===== src/htcpg_pkg.sv =====
// shared types and constants of the tripod gait oscillator block
`default_nettype none

package htcpg_pkg;

   // leg count and leg index width
   localparam int NUM_LEGS = 6;
   localparam int LEG_W    = 3;

   // oscillator state word, signed Q4.12
   localparam int STATE_W = 16;

   // shared multiplier operand and product widths
   localparam int MUL_A_W = 27;
   localparam int MUL_B_W = 18;
   localparam int MUL_P_W = MUL_A_W + MUL_B_W;

   // divide-by-five unit widths
   localparam int DIV_IN_W = 36;
   localparam int DIV_Q_W  = 34;

   // port widths of the top level
   localparam int REQ_DATA_W = 40;
   localparam int RSP_DATA_W = 2 * NUM_LEGS * STATE_W;
   localparam int CSR_IDX_W  = 8;
   localparam int CSR_DATA_W = 16;

   typedef logic [LEG_W-1:0] leg_type;
   typedef logic signed [STATE_W-1:0] osc_type;

   typedef struct packed {
      osc_type x;
      osc_type y;
   } osc_pair_type;

   // write side of the state memory
   typedef struct packed {
      logic         en;
      leg_type      addr;
      osc_pair_type data;
   } ram_wr_type;

   // +1.0 in Q4.12
   localparam osc_type OSC_ONE = 16'sd4096;

   // power-up state: group A legs at +1.0, group B legs at -1.0, y at zero
   function automatic osc_pair_type reset_pair(input leg_type leg);
      osc_pair_type pair;
      pair.x = leg[0] ? -OSC_ONE : OSC_ONE;
      pair.y = '0;
      return pair;
   endfunction

endpackage

`default_nettype wire


===== src/htcpg_state_ram.sv =====
// oscillator state memory, one x/y word per leg, registered read
`default_nettype none

module htcpg_state_ram (
   input  logic                   clock,
   input  logic                   reset,
   input  htcpg_pkg::ram_wr_type   wr,
   input  htcpg_pkg::leg_type      rd_addr,
   output htcpg_pkg::osc_pair_type rd_data
);
   import htcpg_pkg::*;

   osc_pair_type        state_mem [NUM_LEGS];
   osc_pair_type        rd_word_ff;
   leg_type             rd_addr_ff;
   logic                rd_valid_ff;
   logic [NUM_LEGS-1:0] valid_ff;

   // storage and read port
   always_ff @(posedge clock) begin
      if (wr.en) begin
         state_mem[wr.addr] <= wr.data;
      end
      rd_word_ff <= state_mem[rd_addr];
      rd_addr_ff <= rd_addr;
   end

   // written flags, an entry not yet written reads as its power-up value
   always_ff @(posedge clock) begin
      if (reset) begin
         valid_ff    <= '0;
         rd_valid_ff <= 1'b0;
      end else begin
         if (wr.en) begin
            valid_ff[wr.addr] <= 1'b1;
         end
         rd_valid_ff <= valid_ff[rd_addr];
      end
   end

   assign rd_data = rd_valid_ff ? rd_word_ff : reset_pair(rd_addr_ff);

endmodule

`default_nettype wire


===== src/htcpg_mul.sv =====
// shared signed multiplier with registered product
`default_nettype none

module htcpg_mul (
   input  logic                                   clock,
   input  logic signed [htcpg_pkg::MUL_A_W-1:0]   a,
   input  logic signed [htcpg_pkg::MUL_B_W-1:0]   b,
   output logic signed [htcpg_pkg::MUL_P_W-1:0]   p
);
   import htcpg_pkg::*;

   logic signed [MUL_P_W-1:0] p_ff;

   // one product per cycle, ready the cycle after the operands
   always_ff @(posedge clock) begin
      p_ff <= MUL_P_W'(a) * MUL_P_W'(b);
   end

   assign p = p_ff;

endmodule

`default_nettype wire


===== src/htcpg_div5.sv =====
// serial divide by five, truncating toward zero, one byte per cycle
`default_nettype none

module htcpg_div5 (
   input  logic                                  clock,
   input  logic                                  reset,
   input  logic                                  start,
   input  logic signed [htcpg_pkg::DIV_IN_W-1:0] dividend,
   output logic                                  done,
   output logic signed [htcpg_pkg::DIV_Q_W-1:0]  quot
);
   import htcpg_pkg::*;

   localparam int DIGIT_W = 8;
   localparam int DIGITS  = (DIV_IN_W + DIGIT_W - 1) / DIGIT_W;
   localparam int MAG_W   = DIGITS * DIGIT_W;
   localparam int PART_W  = DIGIT_W + 3;
   localparam int RECIP   = 3277;
   localparam int RECIP_W = 12;
   localparam int RECIP_S = 14;
   localparam int PROD_W  = PART_W + RECIP_W;

   logic                      busy_ff, busy_in;
   logic                      done_ff, done_in;
   logic                      neg_ff, neg_in;
   logic [2:0]                cnt_ff, cnt_in;
   logic [2:0]                rem_ff, rem_in;
   logic [MAG_W-1:0]          mag_ff, mag_in;
   logic [MAG_W-1:0]          q_ff, q_in;
   logic signed [DIV_Q_W-1:0] quot_ff, quot_in;
   logic [DIV_IN_W-1:0]       abs_val;
   logic [PART_W-1:0]         part;
   logic [PROD_W-1:0]         recip_prod;
   logic [DIGIT_W-1:0]        qd;
   logic [PART_W-1:0]         back;

   always_comb begin
      // remainder and next byte, quotient digit by reciprocal multiply
      part       = {rem_ff, mag_ff[MAG_W-1 -: DIGIT_W]};
      recip_prod = PROD_W'(part) * PROD_W'(RECIP);
      qd         = recip_prod[RECIP_S +: DIGIT_W];
      back       = part - {1'b0, qd, 2'b00} - {3'b000, qd};
      abs_val    = dividend[DIV_IN_W-1] ? (~dividend + 1'b1) : dividend;

      busy_in = busy_ff;
      done_in = done_ff;
      neg_in  = neg_ff;
      cnt_in  = cnt_ff;
      rem_in  = rem_ff;
      mag_in  = mag_ff;
      q_in    = q_ff;
      quot_in = quot_ff;

      if (start) begin
         busy_in = 1'b1;
         done_in = 1'b0;
         neg_in  = dividend[DIV_IN_W-1];
         cnt_in  = '0;
         rem_in  = '0;
         mag_in  = {{(MAG_W-DIV_IN_W){1'b0}}, abs_val};
         q_in    = '0;
      end else if (busy_ff) begin
         if (cnt_ff == 3'(DIGITS)) begin
            // apply the sign to the magnitude quotient
            quot_in = neg_ff ? (~q_ff[DIV_Q_W-1:0] + 1'b1) : q_ff[DIV_Q_W-1:0];
            busy_in = 1'b0;
            done_in = 1'b1;
         end else begin
            rem_in = back[2:0];
            mag_in = {mag_ff[MAG_W-DIGIT_W-1:0], {DIGIT_W{1'b0}}};
            q_in   = {q_ff[MAG_W-DIGIT_W-1:0], qd};
            cnt_in = cnt_ff + 1'b1;
         end
      end
   end

   always_ff @(posedge clock) begin
      if (reset) begin
         busy_ff <= 1'b0;
         done_ff <= 1'b0;
      end else begin
         busy_ff <= busy_in;
         done_ff <= done_in;
      end
      neg_ff  <= neg_in;
      cnt_ff  <= cnt_in;
      rem_ff  <= rem_in;
      mag_ff  <= mag_in;
      q_ff    <= q_in;
      quot_ff <= quot_in;
   end

   assign done = done_ff;
   assign quot = quot_ff;

endmodule

`default_nettype wire


===== src/hopf_tripod_cpg.sv =====
// Six coupled Hopf oscillators stepping a tripod gait, one Euler step per request word.
// Each request word carries a base angular rate (clamped below at 0.01 rad/s) and a turn
// bias; the block updates legs 0 to 5 in order, each leg seeing the x states already
// updated for earlier legs, and returns one response word with all twelve new states.
// The x/y states live in a six-entry state memory with one registered read port; each leg
// reads all six entries for its coupling sum, then runs its products through a single
// shared multiplier and a byte-serial divide by five. A new request word is taken only in
// the idle state, reached again once the response of the last word has been handed to the
// output register. A finished response waits in an output register while the next request
// word is accepted and processed. Register writes on the csr port are taken in any cycle
// and should only be made while the block is idle.
`default_nettype none

module hopf_tripod_cpg (
   input  logic                                clock,
   input  logic                                reset,
   input  logic                                req_tvalid,
   output logic                                req_tready,
   // base_frequency [19:0], turn_bias [39:20]
   input  logic [htcpg_pkg::REQ_DATA_W-1:0]    req_tdata,
   output logic                                rsp_tvalid,
   input  logic                                rsp_tready,
   // x_leg0..x_leg5 then y_leg0..y_leg5, 16 bits each from bit 0 up
   output logic [htcpg_pkg::RSP_DATA_W-1:0]    rsp_tdata,
   input  logic                                csr_valid,
   output logic                                csr_ready,
   input  logic [htcpg_pkg::CSR_IDX_W-1:0]     csr_index,
   input  logic [htcpg_pkg::CSR_DATA_W-1:0]    csr_data
);
   import htcpg_pkg::*;

   localparam logic [CSR_IDX_W-1:0] CSR_COUPLING_GAIN    = CSR_IDX_W'(0);
   localparam logic [CSR_IDX_W-1:0] CSR_CONVERGENCE_RATE = CSR_IDX_W'(1);
   localparam logic [CSR_IDX_W-1:0] CSR_RADIUS_SQUARED   = CSR_IDX_W'(2);
   localparam logic [CSR_IDX_W-1:0] CSR_TIME_STEP        = CSR_IDX_W'(3);

   localparam logic signed [19:0] OMEGA_FLOOR = 20'sd41;
   localparam leg_type LAST_LEG  = leg_type'(NUM_LEGS - 1);
   localparam leg_type HALF_LEGS = leg_type'(NUM_LEGS / 2);

   typedef enum logic [4:0] {
      ST_IDLE,
      ST_RD_SELF,
      ST_RD_SCAN,
      ST_RD_LAST,
      ST_MUL_XX,
      ST_MUL_YY,
      ST_MUL_CPL,
      ST_MUL_WY,
      ST_MUL_CR,
      ST_MUL_WX,
      ST_MUL_GX,
      ST_MUL_GY,
      ST_SUM_DY,
      ST_ADD_CPL,
      ST_MUL_DXL,
      ST_MUL_DXH,
      ST_MUL_DYL,
      ST_MUL_DYH,
      ST_SAT_X,
      ST_RND_Y,
      ST_SAT_Y,
      ST_WRITE,
      ST_FINISH
   } state_type;

   // round to nearest, ties away from zero, by 2^28
   function automatic logic signed [31:0] round28(input logic signed [59:0] v);
      logic signed [59:0] t;
      t = v + (v[59] ? 60'sd134217727 : 60'sd134217728);
      return t[59:28];
   endfunction

   // clamp to the 16-bit state range
   function automatic osc_type sat16(input logic signed [32:0] v);
      osc_type r;
      if (v > 33'sd32767) begin
         r = 16'sh7fff;
      end else if (v < -33'sd32768) begin
         r = 16'sh8000;
      end else begin
         r = v[15:0];
      end
      return r;
   endfunction

   state_type              state_ff, state_in;
   leg_type                leg_ff, leg_in;
   leg_type                scan_ff, scan_in;
   logic signed [19:0]     omega_ff, omega_in;
   logic signed [19:0]     bias_ff, bias_in;
   logic signed [20:0]     w_ff, w_in;
   osc_type                x_ff, x_in;
   osc_type                y_ff, y_in;
   logic signed [20:0]     s_ff, s_in;
   logic [31:0]            sq_ff, sq_in;
   logic signed [20:0]     err_ff, err_in;
   logic signed [25:0]     g_ff, g_in;
   logic signed [42:0]     wy_ff, wy_in;
   logic signed [42:0]     wx_ff, wx_in;
   logic signed [42:0]     dx_ff, dx_in;
   logic signed [42:0]     dy_ff, dy_in;
   logic signed [59:0]     acc_ff, acc_in;
   logic signed [31:0]     rx_ff, rx_in;
   logic signed [31:0]     ry_ff, ry_in;
   osc_type                nx_ff, nx_in;
   osc_type                ny_ff, ny_in;
   osc_type                new_x_ff [NUM_LEGS];
   osc_type                new_x_in [NUM_LEGS];
   osc_type                new_y_ff [NUM_LEGS];
   osc_type                new_y_in [NUM_LEGS];
   osc_type                rsp_x_ff [NUM_LEGS];
   osc_type                rsp_x_in [NUM_LEGS];
   osc_type                rsp_y_ff [NUM_LEGS];
   osc_type                rsp_y_in [NUM_LEGS];
   logic                   rsp_valid_ff, rsp_valid_in;
   logic [15:0]            gain_ff, conv_ff, rsq_ff, dt_ff;

   ram_wr_type                ram_wr;
   leg_type                   rd_addr;
   osc_pair_type              rd_data;
   logic signed [MUL_A_W-1:0] mul_a;
   logic signed [MUL_B_W-1:0] mul_b;
   logic signed [MUL_P_W-1:0] prod;
   logic                      div_start;
   logic                      div_done;
   logic signed [DIV_Q_W-1:0] div_quot;

   leg_type                peer;
   logic signed [16:0]     diff;
   logic signed [20:0]     cpl_term;
   logic signed [19:0]     req_base;
   logic [32:0]            sq_round;
   logic signed [MUL_P_W-1:0] g_round;

   htcpg_state_ram u_state_ram (
      .clock   (clock),
      .reset   (reset),
      .wr      (ram_wr),
      .rd_addr (rd_addr),
      .rd_data (rd_data)
   );

   htcpg_mul u_mul (
      .clock (clock),
      .a     (mul_a),
      .b     (mul_b),
      .p     (prod)
   );

   htcpg_div5 u_div5 (
      .clock    (clock),
      .reset    (reset),
      .start    (div_start),
      .dividend (prod[DIV_IN_W-1:0]),
      .done     (div_done),
      .quot     (div_quot)
   );

   // coupling term of one peer leg: pull within the group, push across groups
   always_comb begin
      peer = (state_ff == ST_RD_LAST) ? LAST_LEG : (scan_ff - 1'b1);
      diff = $signed({rd_data.x[15], rd_data.x}) - $signed({x_ff[15], x_ff});
      if (peer == leg_ff) begin
         cpl_term = '0;
      end else if (peer[0] == leg_ff[0]) begin
         cpl_term = $signed({{4{diff[16]}}, diff});
      end else begin
         cpl_term = -$signed({{4{diff[16]}}, diff});
      end
   end

   // multiplier operand selection, product is consumed in the following state
   always_comb begin
      mul_a = '0;
      mul_b = '0;
      case (state_ff)
         ST_MUL_XX: begin
            mul_a = {{(MUL_A_W-STATE_W){x_ff[15]}}, x_ff};
            mul_b = {{(MUL_B_W-STATE_W){x_ff[15]}}, x_ff};
         end
         ST_MUL_YY: begin
            mul_a = {{(MUL_A_W-STATE_W){y_ff[15]}}, y_ff};
            mul_b = {{(MUL_B_W-STATE_W){y_ff[15]}}, y_ff};
         end
         ST_MUL_CPL: begin
            mul_a = {{(MUL_A_W-21){s_ff[20]}}, s_ff};
            mul_b = {2'b00, gain_ff};
         end
         ST_MUL_WY: begin
            mul_a = {{(MUL_A_W-21){w_ff[20]}}, w_ff};
            mul_b = {{(MUL_B_W-STATE_W){y_ff[15]}}, y_ff};
         end
         ST_MUL_CR: begin
            mul_a = {{(MUL_A_W-21){err_ff[20]}}, err_ff};
            mul_b = {2'b00, conv_ff};
         end
         ST_MUL_WX: begin
            mul_a = {{(MUL_A_W-21){w_ff[20]}}, w_ff};
            mul_b = {{(MUL_B_W-STATE_W){x_ff[15]}}, x_ff};
         end
         ST_MUL_GX: begin
            mul_a = {g_ff[25], g_ff};
            mul_b = {{(MUL_B_W-STATE_W){x_ff[15]}}, x_ff};
         end
         ST_MUL_GY: begin
            mul_a = {g_ff[25], g_ff};
            mul_b = {{(MUL_B_W-STATE_W){y_ff[15]}}, y_ff};
         end
         ST_MUL_DXL: begin
            mul_a = {5'b00000, dx_ff[21:0]};
            mul_b = {2'b00, dt_ff};
         end
         ST_MUL_DXH: begin
            mul_a = {{6{dx_ff[42]}}, dx_ff[42:22]};
            mul_b = {2'b00, dt_ff};
         end
         ST_MUL_DYL: begin
            mul_a = {5'b00000, dy_ff[21:0]};
            mul_b = {2'b00, dt_ff};
         end
         ST_MUL_DYH: begin
            mul_a = {{6{dy_ff[42]}}, dy_ff[42:22]};
            mul_b = {2'b00, dt_ff};
         end
         default: begin
         end
      endcase
   end

   // leg sequencer
   always_comb begin
      state_in     = state_ff;
      leg_in       = leg_ff;
      scan_in      = scan_ff;
      omega_in     = omega_ff;
      bias_in      = bias_ff;
      w_in         = w_ff;
      x_in         = x_ff;
      y_in         = y_ff;
      s_in         = s_ff;
      sq_in        = sq_ff;
      err_in       = err_ff;
      g_in         = g_ff;
      wy_in        = wy_ff;
      wx_in        = wx_ff;
      dx_in        = dx_ff;
      dy_in        = dy_ff;
      acc_in       = acc_ff;
      rx_in        = rx_ff;
      ry_in        = ry_ff;
      nx_in        = nx_ff;
      ny_in        = ny_ff;
      new_x_in     = new_x_ff;
      new_y_in     = new_y_ff;
      rsp_x_in     = rsp_x_ff;
      rsp_y_in     = rsp_y_ff;
      rsp_valid_in = rsp_valid_ff & ~rsp_tready;
      rd_addr      = leg_ff;
      ram_wr.en    = 1'b0;
      ram_wr.addr  = leg_ff;
      ram_wr.data  = {nx_ff, ny_ff};
      div_start    = 1'b0;

      req_base = $signed(req_tdata[19:0]);
      sq_round = {1'b0, sq_ff} + 33'd2048;
      g_round  = prod + (prod[MUL_P_W-1] ? 45'sd2047 : 45'sd2048);

      case (state_ff)
         ST_IDLE: begin
            if (req_tvalid) begin
               omega_in = (req_base < OMEGA_FLOOR) ? OMEGA_FLOOR : req_base;
               bias_in  = $signed(req_tdata[39:20]);
               leg_in   = '0;
               state_in = ST_RD_SELF;
            end
         end
         ST_RD_SELF: begin
            rd_addr = leg_ff;
            if (leg_ff >= HALF_LEGS) begin
               w_in = $signed({omega_ff[19], omega_ff}) + $signed({bias_ff[19], bias_ff});
            end else begin
               w_in = $signed({omega_ff[19], omega_ff}) - $signed({bias_ff[19], bias_ff});
            end
            s_in     = '0;
            scan_in  = '0;
            state_in = ST_RD_SCAN;
         end
         ST_RD_SCAN: begin
            rd_addr = scan_ff;
            if (scan_ff == '0) begin
               x_in = rd_data.x;
               y_in = rd_data.y;
            end else begin
               s_in = s_ff + cpl_term;
            end
            if (scan_ff == LAST_LEG) begin
               state_in = ST_RD_LAST;
            end else begin
               scan_in = scan_ff + 1'b1;
            end
         end
         ST_RD_LAST: begin
            s_in     = s_ff + cpl_term;
            state_in = ST_MUL_XX;
         end
         ST_MUL_XX: begin
            state_in = ST_MUL_YY;
         end
         ST_MUL_YY: begin
            sq_in    = prod[31:0];
            state_in = ST_MUL_CPL;
         end
         ST_MUL_CPL: begin
            sq_in    = sq_ff + prod[31:0];
            state_in = ST_MUL_WY;
         end
         ST_MUL_WY: begin
            // coupling product goes to the divider, squared radius error formed
            div_start = 1'b1;
            err_in    = $signed({5'b00000, rsq_ff}) - $signed(sq_round[32:12]);
            state_in  = ST_MUL_CR;
         end
         ST_MUL_CR: begin
            wy_in    = prod[42:0];
            state_in = ST_MUL_WX;
         end
         ST_MUL_WX: begin
            g_in     = g_round[37:12];
            state_in = ST_MUL_GX;
         end
         ST_MUL_GX: begin
            wx_in    = prod[42:0];
            state_in = ST_MUL_GY;
         end
         ST_MUL_GY: begin
            dx_in    = prod[42:0] - wy_ff;
            state_in = ST_SUM_DY;
         end
         ST_SUM_DY: begin
            dy_in    = prod[42:0] + wx_ff;
            state_in = ST_ADD_CPL;
         end
         ST_ADD_CPL: begin
            if (div_done) begin
               dx_in    = dx_ff + $signed({{(43-DIV_Q_W){div_quot[DIV_Q_W-1]}}, div_quot});
               state_in = ST_MUL_DXL;
            end
         end
         ST_MUL_DXL: begin
            state_in = ST_MUL_DXH;
         end
         ST_MUL_DXH: begin
            acc_in   = {{(60-MUL_P_W){prod[MUL_P_W-1]}}, prod};
            state_in = ST_MUL_DYL;
         end
         ST_MUL_DYL: begin
            acc_in   = acc_ff + $signed({prod[37:0], 22'd0});
            state_in = ST_MUL_DYH;
         end
         ST_MUL_DYH: begin
            rx_in    = round28(acc_ff);
            acc_in   = {{(60-MUL_P_W){prod[MUL_P_W-1]}}, prod};
            state_in = ST_SAT_X;
         end
         ST_SAT_X: begin
            acc_in   = acc_ff + $signed({prod[37:0], 22'd0});
            nx_in    = sat16($signed({{17{x_ff[15]}}, x_ff}) + $signed({rx_ff[31], rx_ff}));
            state_in = ST_RND_Y;
         end
         ST_RND_Y: begin
            ry_in    = round28(acc_ff);
            state_in = ST_SAT_Y;
         end
         ST_SAT_Y: begin
            ny_in    = sat16($signed({{17{y_ff[15]}}, y_ff}) + $signed({ry_ff[31], ry_ff}));
            state_in = ST_WRITE;
         end
         ST_WRITE: begin
            ram_wr.en        = 1'b1;
            new_x_in[leg_ff] = nx_ff;
            new_y_in[leg_ff] = ny_ff;
            if (leg_ff == LAST_LEG) begin
               state_in = ST_FINISH;
            end else begin
               leg_in   = leg_ff + 1'b1;
               state_in = ST_RD_SELF;
            end
         end
         ST_FINISH: begin
            // hand over to the output register once it is free
            if (!rsp_valid_ff || rsp_tready) begin
               rsp_x_in     = new_x_ff;
               rsp_y_in     = new_y_ff;
               rsp_valid_in = 1'b1;
               state_in     = ST_IDLE;
            end
         end
         default: begin
            state_in = ST_IDLE;
         end
      endcase
   end

   // state, working registers and output register
   always_ff @(posedge clock) begin
      if (reset) begin
         state_ff     <= ST_IDLE;
         leg_ff       <= '0;
         scan_ff      <= '0;
         rsp_valid_ff <= 1'b0;
      end else begin
         state_ff     <= state_in;
         leg_ff       <= leg_in;
         scan_ff      <= scan_in;
         rsp_valid_ff <= rsp_valid_in;
      end
      omega_ff <= omega_in;
      bias_ff  <= bias_in;
      w_ff     <= w_in;
      x_ff     <= x_in;
      y_ff     <= y_in;
      s_ff     <= s_in;
      sq_ff    <= sq_in;
      err_ff   <= err_in;
      g_ff     <= g_in;
      wy_ff    <= wy_in;
      wx_ff    <= wx_in;
      dx_ff    <= dx_in;
      dy_ff    <= dy_in;
      acc_ff   <= acc_in;
      rx_ff    <= rx_in;
      ry_ff    <= ry_in;
      nx_ff    <= nx_in;
      ny_ff    <= ny_in;
      new_x_ff <= new_x_in;
      new_y_ff <= new_y_in;
      rsp_x_ff <= rsp_x_in;
      rsp_y_ff <= rsp_y_in;
   end

   // configuration registers
   always_ff @(posedge clock) begin
      if (reset) begin
         gain_ff <= 16'd2048;
         conv_ff <= 16'd4096;
         rsq_ff  <= 16'd4096;
         dt_ff   <= 16'd131;
      end else if (csr_valid) begin
         case (csr_index)
            CSR_COUPLING_GAIN:    gain_ff <= csr_data;
            CSR_CONVERGENCE_RATE: conv_ff <= csr_data;
            CSR_RADIUS_SQUARED:   rsq_ff  <= csr_data;
            CSR_TIME_STEP:        dt_ff   <= csr_data;
            default: begin
            end
         endcase
      end
   end

   // response word packing
   always_comb begin
      for (int k = 0; k < NUM_LEGS; k++) begin
         rsp_tdata[k*STATE_W +: STATE_W]              = rsp_x_ff[k];
         rsp_tdata[(NUM_LEGS+k)*STATE_W +: STATE_W]   = rsp_y_ff[k];
      end
   end

   assign req_tready = (state_ff == ST_IDLE);
   assign rsp_tvalid = rsp_valid_ff;
   assign csr_ready  = 1'b1;

endmodule

`default_nettype wire

===== config.mk =====
export PLATFORM = sky130hd
export DESIGN_NAME = hopf_tripod_cpg
export DESIGN_NICKNAME = d
export VERILOG_FILES = /design/src/htcpg_pkg.sv /design/src/htcpg_state_ram.sv /design/src/htcpg_mul.sv /design/src/htcpg_div5.sv /design/src/hopf_tripod_cpg.sv
export SDC_FILE = /design/constraint.sdc
export NUM_CORES = 2
export LEC_CHECK = 0
export BUFFER_PORTS_ARGS = -buffer_cell sky130_fd_sc_hd__buf_2
export CORE_ASPECT_RATIO = 1.2
export CORE_MARGIN = 4
export CORE_UTILIZATION = 35
export CTS_CLUSTER_SIZE = 30
export DETAILED_ROUTE_END_ITERATION = 8
export GPL_TIMING_DRIVEN = 0
export HOLD_SLACK_MARGIN = 0.05
export PLACE_DENSITY_LB_ADDON = 0.1
export SLEW_MARGIN = 20
export SYNTH_ARGS = -nofsm -noshare
export SYNTH_HDL_FRONTEND = slang
export SYNTH_SLANG_ARGS = --single-unit

===== constraint.sdc =====
create_clock -name clock -period 19.4 [get_ports clock]
set_input_delay 0.97 -clock clock [delete_from_list [all_inputs] [get_ports clock]]
set_output_delay 0.97 -clock clock [all_outputs]
set_load 0.01 [all_outputs]

==> impl_metrics.yaml <==
clock_network:
  ctsRootBufferMaster: "clkbuf_16"
  cts_buffer_depth: 4
  post-cts-setup-buffers: 0
  holdBufCountCts: 0
  cts_resized: 0
  clkTransAtPathRegs_ps: 60
  clkLatencyLatePin_ps: 830
  cts_inserted_buffers: 142
  htreeDepth: 4
  clock-sinks: 1183
  cts_tree: "done"
timing:
  worst_pin_slew_ps: 1220
  rsz0062_at_grt: "false"
  setup_viol: 0
  min_period_ps: 12230
  period_share_pct: 63.1
  drv_slew: 0
  hold_viol_final: 0
  finClkSkew_ps: 105
  fmax_mhz: 81.7
  whs_ps: 351
  slew_headroom_pct: 17.8
  setup_tns_ps: 0
pwr:
  pwr_density_cell_nw_per_um2: 112
  peakVddDrop_v: 0.0000988
  p_leak_nw: 38.4
  total_power_mw: 10.3
layout:
  final_cell_mix: "edfxtp_1 (976), inv_1 (794), nand2_1 (737)"
  final_common_cell: "edfxtp_1"
  fillers: 22200
  multi_input_area_um2: 43400
  layout-drive-gt1-share_pct: 9.81
  area_growth_pct: 13.6
  layout.area.seq_um2: 33500
  nets: 9161
logic_synthesis:
  synth_edf_count: 976
  synth.area.mux_share_pct: 2.65
  yosysSeqAreaShare_pct: 41.5
  synth_flop_cell: "edfxtp_1"
  yosysWarnings: 0
  syn_area_per_cell_um2: 10.7
  synthArstFlopShare_pct: 0
  synthXorXnorAreaFrac_pct: 5.62
  synth_compound_area_share_pct: 12.5
  synth-seq-cells: 1183
  synth_top_family_by_area: "adder cells"
  synth.distinct_cells: 102
  synthesis.area_um2: 80600
  synth_simple_gate_area_share_pct: 11.5
  synth_fa_ha_area_share_pct: 21.2
  syn_nets: 8654
  synthCells: 7524
worst_setup_path:
  crit_path_max_incr_delay_ps: 670
  critPathKind: "reg -> reg"
  end_kind: "flip-flop"
  slowest_stage: "nor3_2"
  crit_buf_inv: 9
  crit_family: "adder cells"
  critPathMaxFanout: 10
  start_kind: "flip-flop"
  cp.arrival_ps: 12850
  cp_common_cell: "fa_1"
  cp.required_ps: 20010
global_route:
  grt_util_met1_pct: 28.2
  grt_util_met2_pct: 40.2
  grt_pass1_wl_um: 408000
  grt.busiest_layer: "met2"
  grtUsageTotal_pct: 23.2
  gr-total-overflow: 0
  antenna_found_initial: 21
  grt_pass1_vias: 60400
  grt_max_degree: 45
  grtUsageMet3_pct: 3.57
detailed_routing:
  first_pass_iters: 9
  num_vias: 59000
  drc_errors: 0
  avgViaCountPerCell: 5.29
  wl_um: 279000
  drt-initial-drc-count: 4239
  ant_nets: 0
  wl_per_cell_um: 25.1
status:
  status: "complete, no violations"
floorplanning:
  fp-row-count: 192
  die-area_um2: 238000
  core_area_um2: 228000
  die_w_um: 446
  initial_core_util_pct: 35.3
  ios: 264
  die_y_um: 534
placement:
  gp_congestion: 0.918
  dp_hpwl_um: 225000
  io_buffers: 262
hold_path:
  hold_path.class: "in -> reg"
flow_run:
  cap_violations: 0
-- stage by stage --
stage	area, µm²	instances	setup slack, ps	utilization [%]
3_3_place_gp	85600	10800	3230	37.5
4_1_cts	91500	11100	7150	40.0
3_5_place_dp	87000	10900	7210	38.1
6_report	91500	11100	7170	40.1
2_1_floorplan	80600	7524	8290	-
5_1_grt	91500	11100	6580	40.0
-- flip-flops by register name, summed over array words and instances (netlist names), 21 cells and up --
name / count
rsp_tdata: 192
new_x_ff: 90
new_y_ff: 90
acc_ff: 60
u_mul.p: 45
dx_ff: 43
dy_ff: 43
wx_ff: 43
wy_ff: 43
u_div5.mag_ff: 40
u_div5.q_ff: 34
u_div5.quot: 34
rx_ff: 32
ry_ff: 32
sq_ff: 32
u_state_ram.rd_word_ff: 32
g_ff: 26
err_ff: 21
s_ff: 21
w_ff: 21
-- power breakdown --
part | internal, mW | total, mW | switching, mW
Clock | 1.54 | 2.62 | 1.09
Sequential | 3.01 | 3.36 | 0.354
Combinational | 1.60 | 4.27 | 2.67
Total | 6.14 | 10.3 | 4.11
-- area by class of cell --
cell class | count | share of cell area (%)
plain buffers | 254 | 1.08
clock buffers | 180 | 4.24
diodes | 7 | 0.0191
repair buffers | 363 | 2.56
clock inverters | 67 | 0.647
inverters | 798 | 3.27
multi-input cells | 5289 | 47.5
flip-flops and latches | 1183 | 36.6
well taps | 3007 | 4.11
-- path summary, 6_finish.rpt --
| check | from | end | slack, ps | cells after the start |
|---|---|---|---|---|
| setup / recovery | state_ff[3] | u_mul.p[43] | 7170 | 34 |
| hold / removal | req_tdata[38] | bias_ff[18] | 350 | 1 |
| setup reg to reg | state_ff[3] | u_mul.p[43] | 7170 | 34 |
| hold reg to reg | new_x_ff[94] | rsp_tdata[14] | 370 | 0 |
-- routing by layer --
| metal | vias to the layer above | wire (µm) |
|---|---|---|
| met1 | 29400 | 112000 |
| met2 | 1692 | 137000 |
| li1 | 27400 | - |
| met3 | 490 | 15000 |
| met4 | 0 | 15500 |
| met5 | - | 0 |
-- logic make-up after synthesis --
family                   count (synthesis)
AO/OA/AOI/OAI                         1524
XOR/XNOR                               517
adder cells (fa/ha/maj)               1061
buffers and inverters                 1052
flip-flops                            1183
multiplexers                           165
other                                    2
AND/OR/NAND/NOR                       2020
-- synthesized netlist by cell type (67+ instances only) --
| master | count | share of area (%) |
|---|---|---|
| and2_1 | 100 | 0.78 |
| nand3_1 | 108 | 0.67 |
| mux2_2 | 67 | 0.94 |
| a21o_1 | 227 | 2.1 |
| and3_1 | 67 | 0.52 |
| o21ai_0 | 308 | 1.9 |
| ha_1 | 555 | 8.6 |
| clkbuf_1 | 225 | 1.0 |
| nand2_1 | 737 | 3.4 |
| fa_1 | 506 | 13 |
| nand2b_1 | 80 | 0.62 |
| a21oi_1 | 387 | 2.4 |
| dfxtp_1 | 207 | 5.1 |
| xnor2_1 | 296 | 3.2 |
| nor2_1 | 565 | 2.6 |
| nor3_1 | 97 | 0.60 |
| xor2_1 | 221 | 2.4 |
| edfxtp_1 | 976 | 36 |
| inv_1 | 796 | 3.7 |
Note: power is estimated with default switching activity, not from simulation.
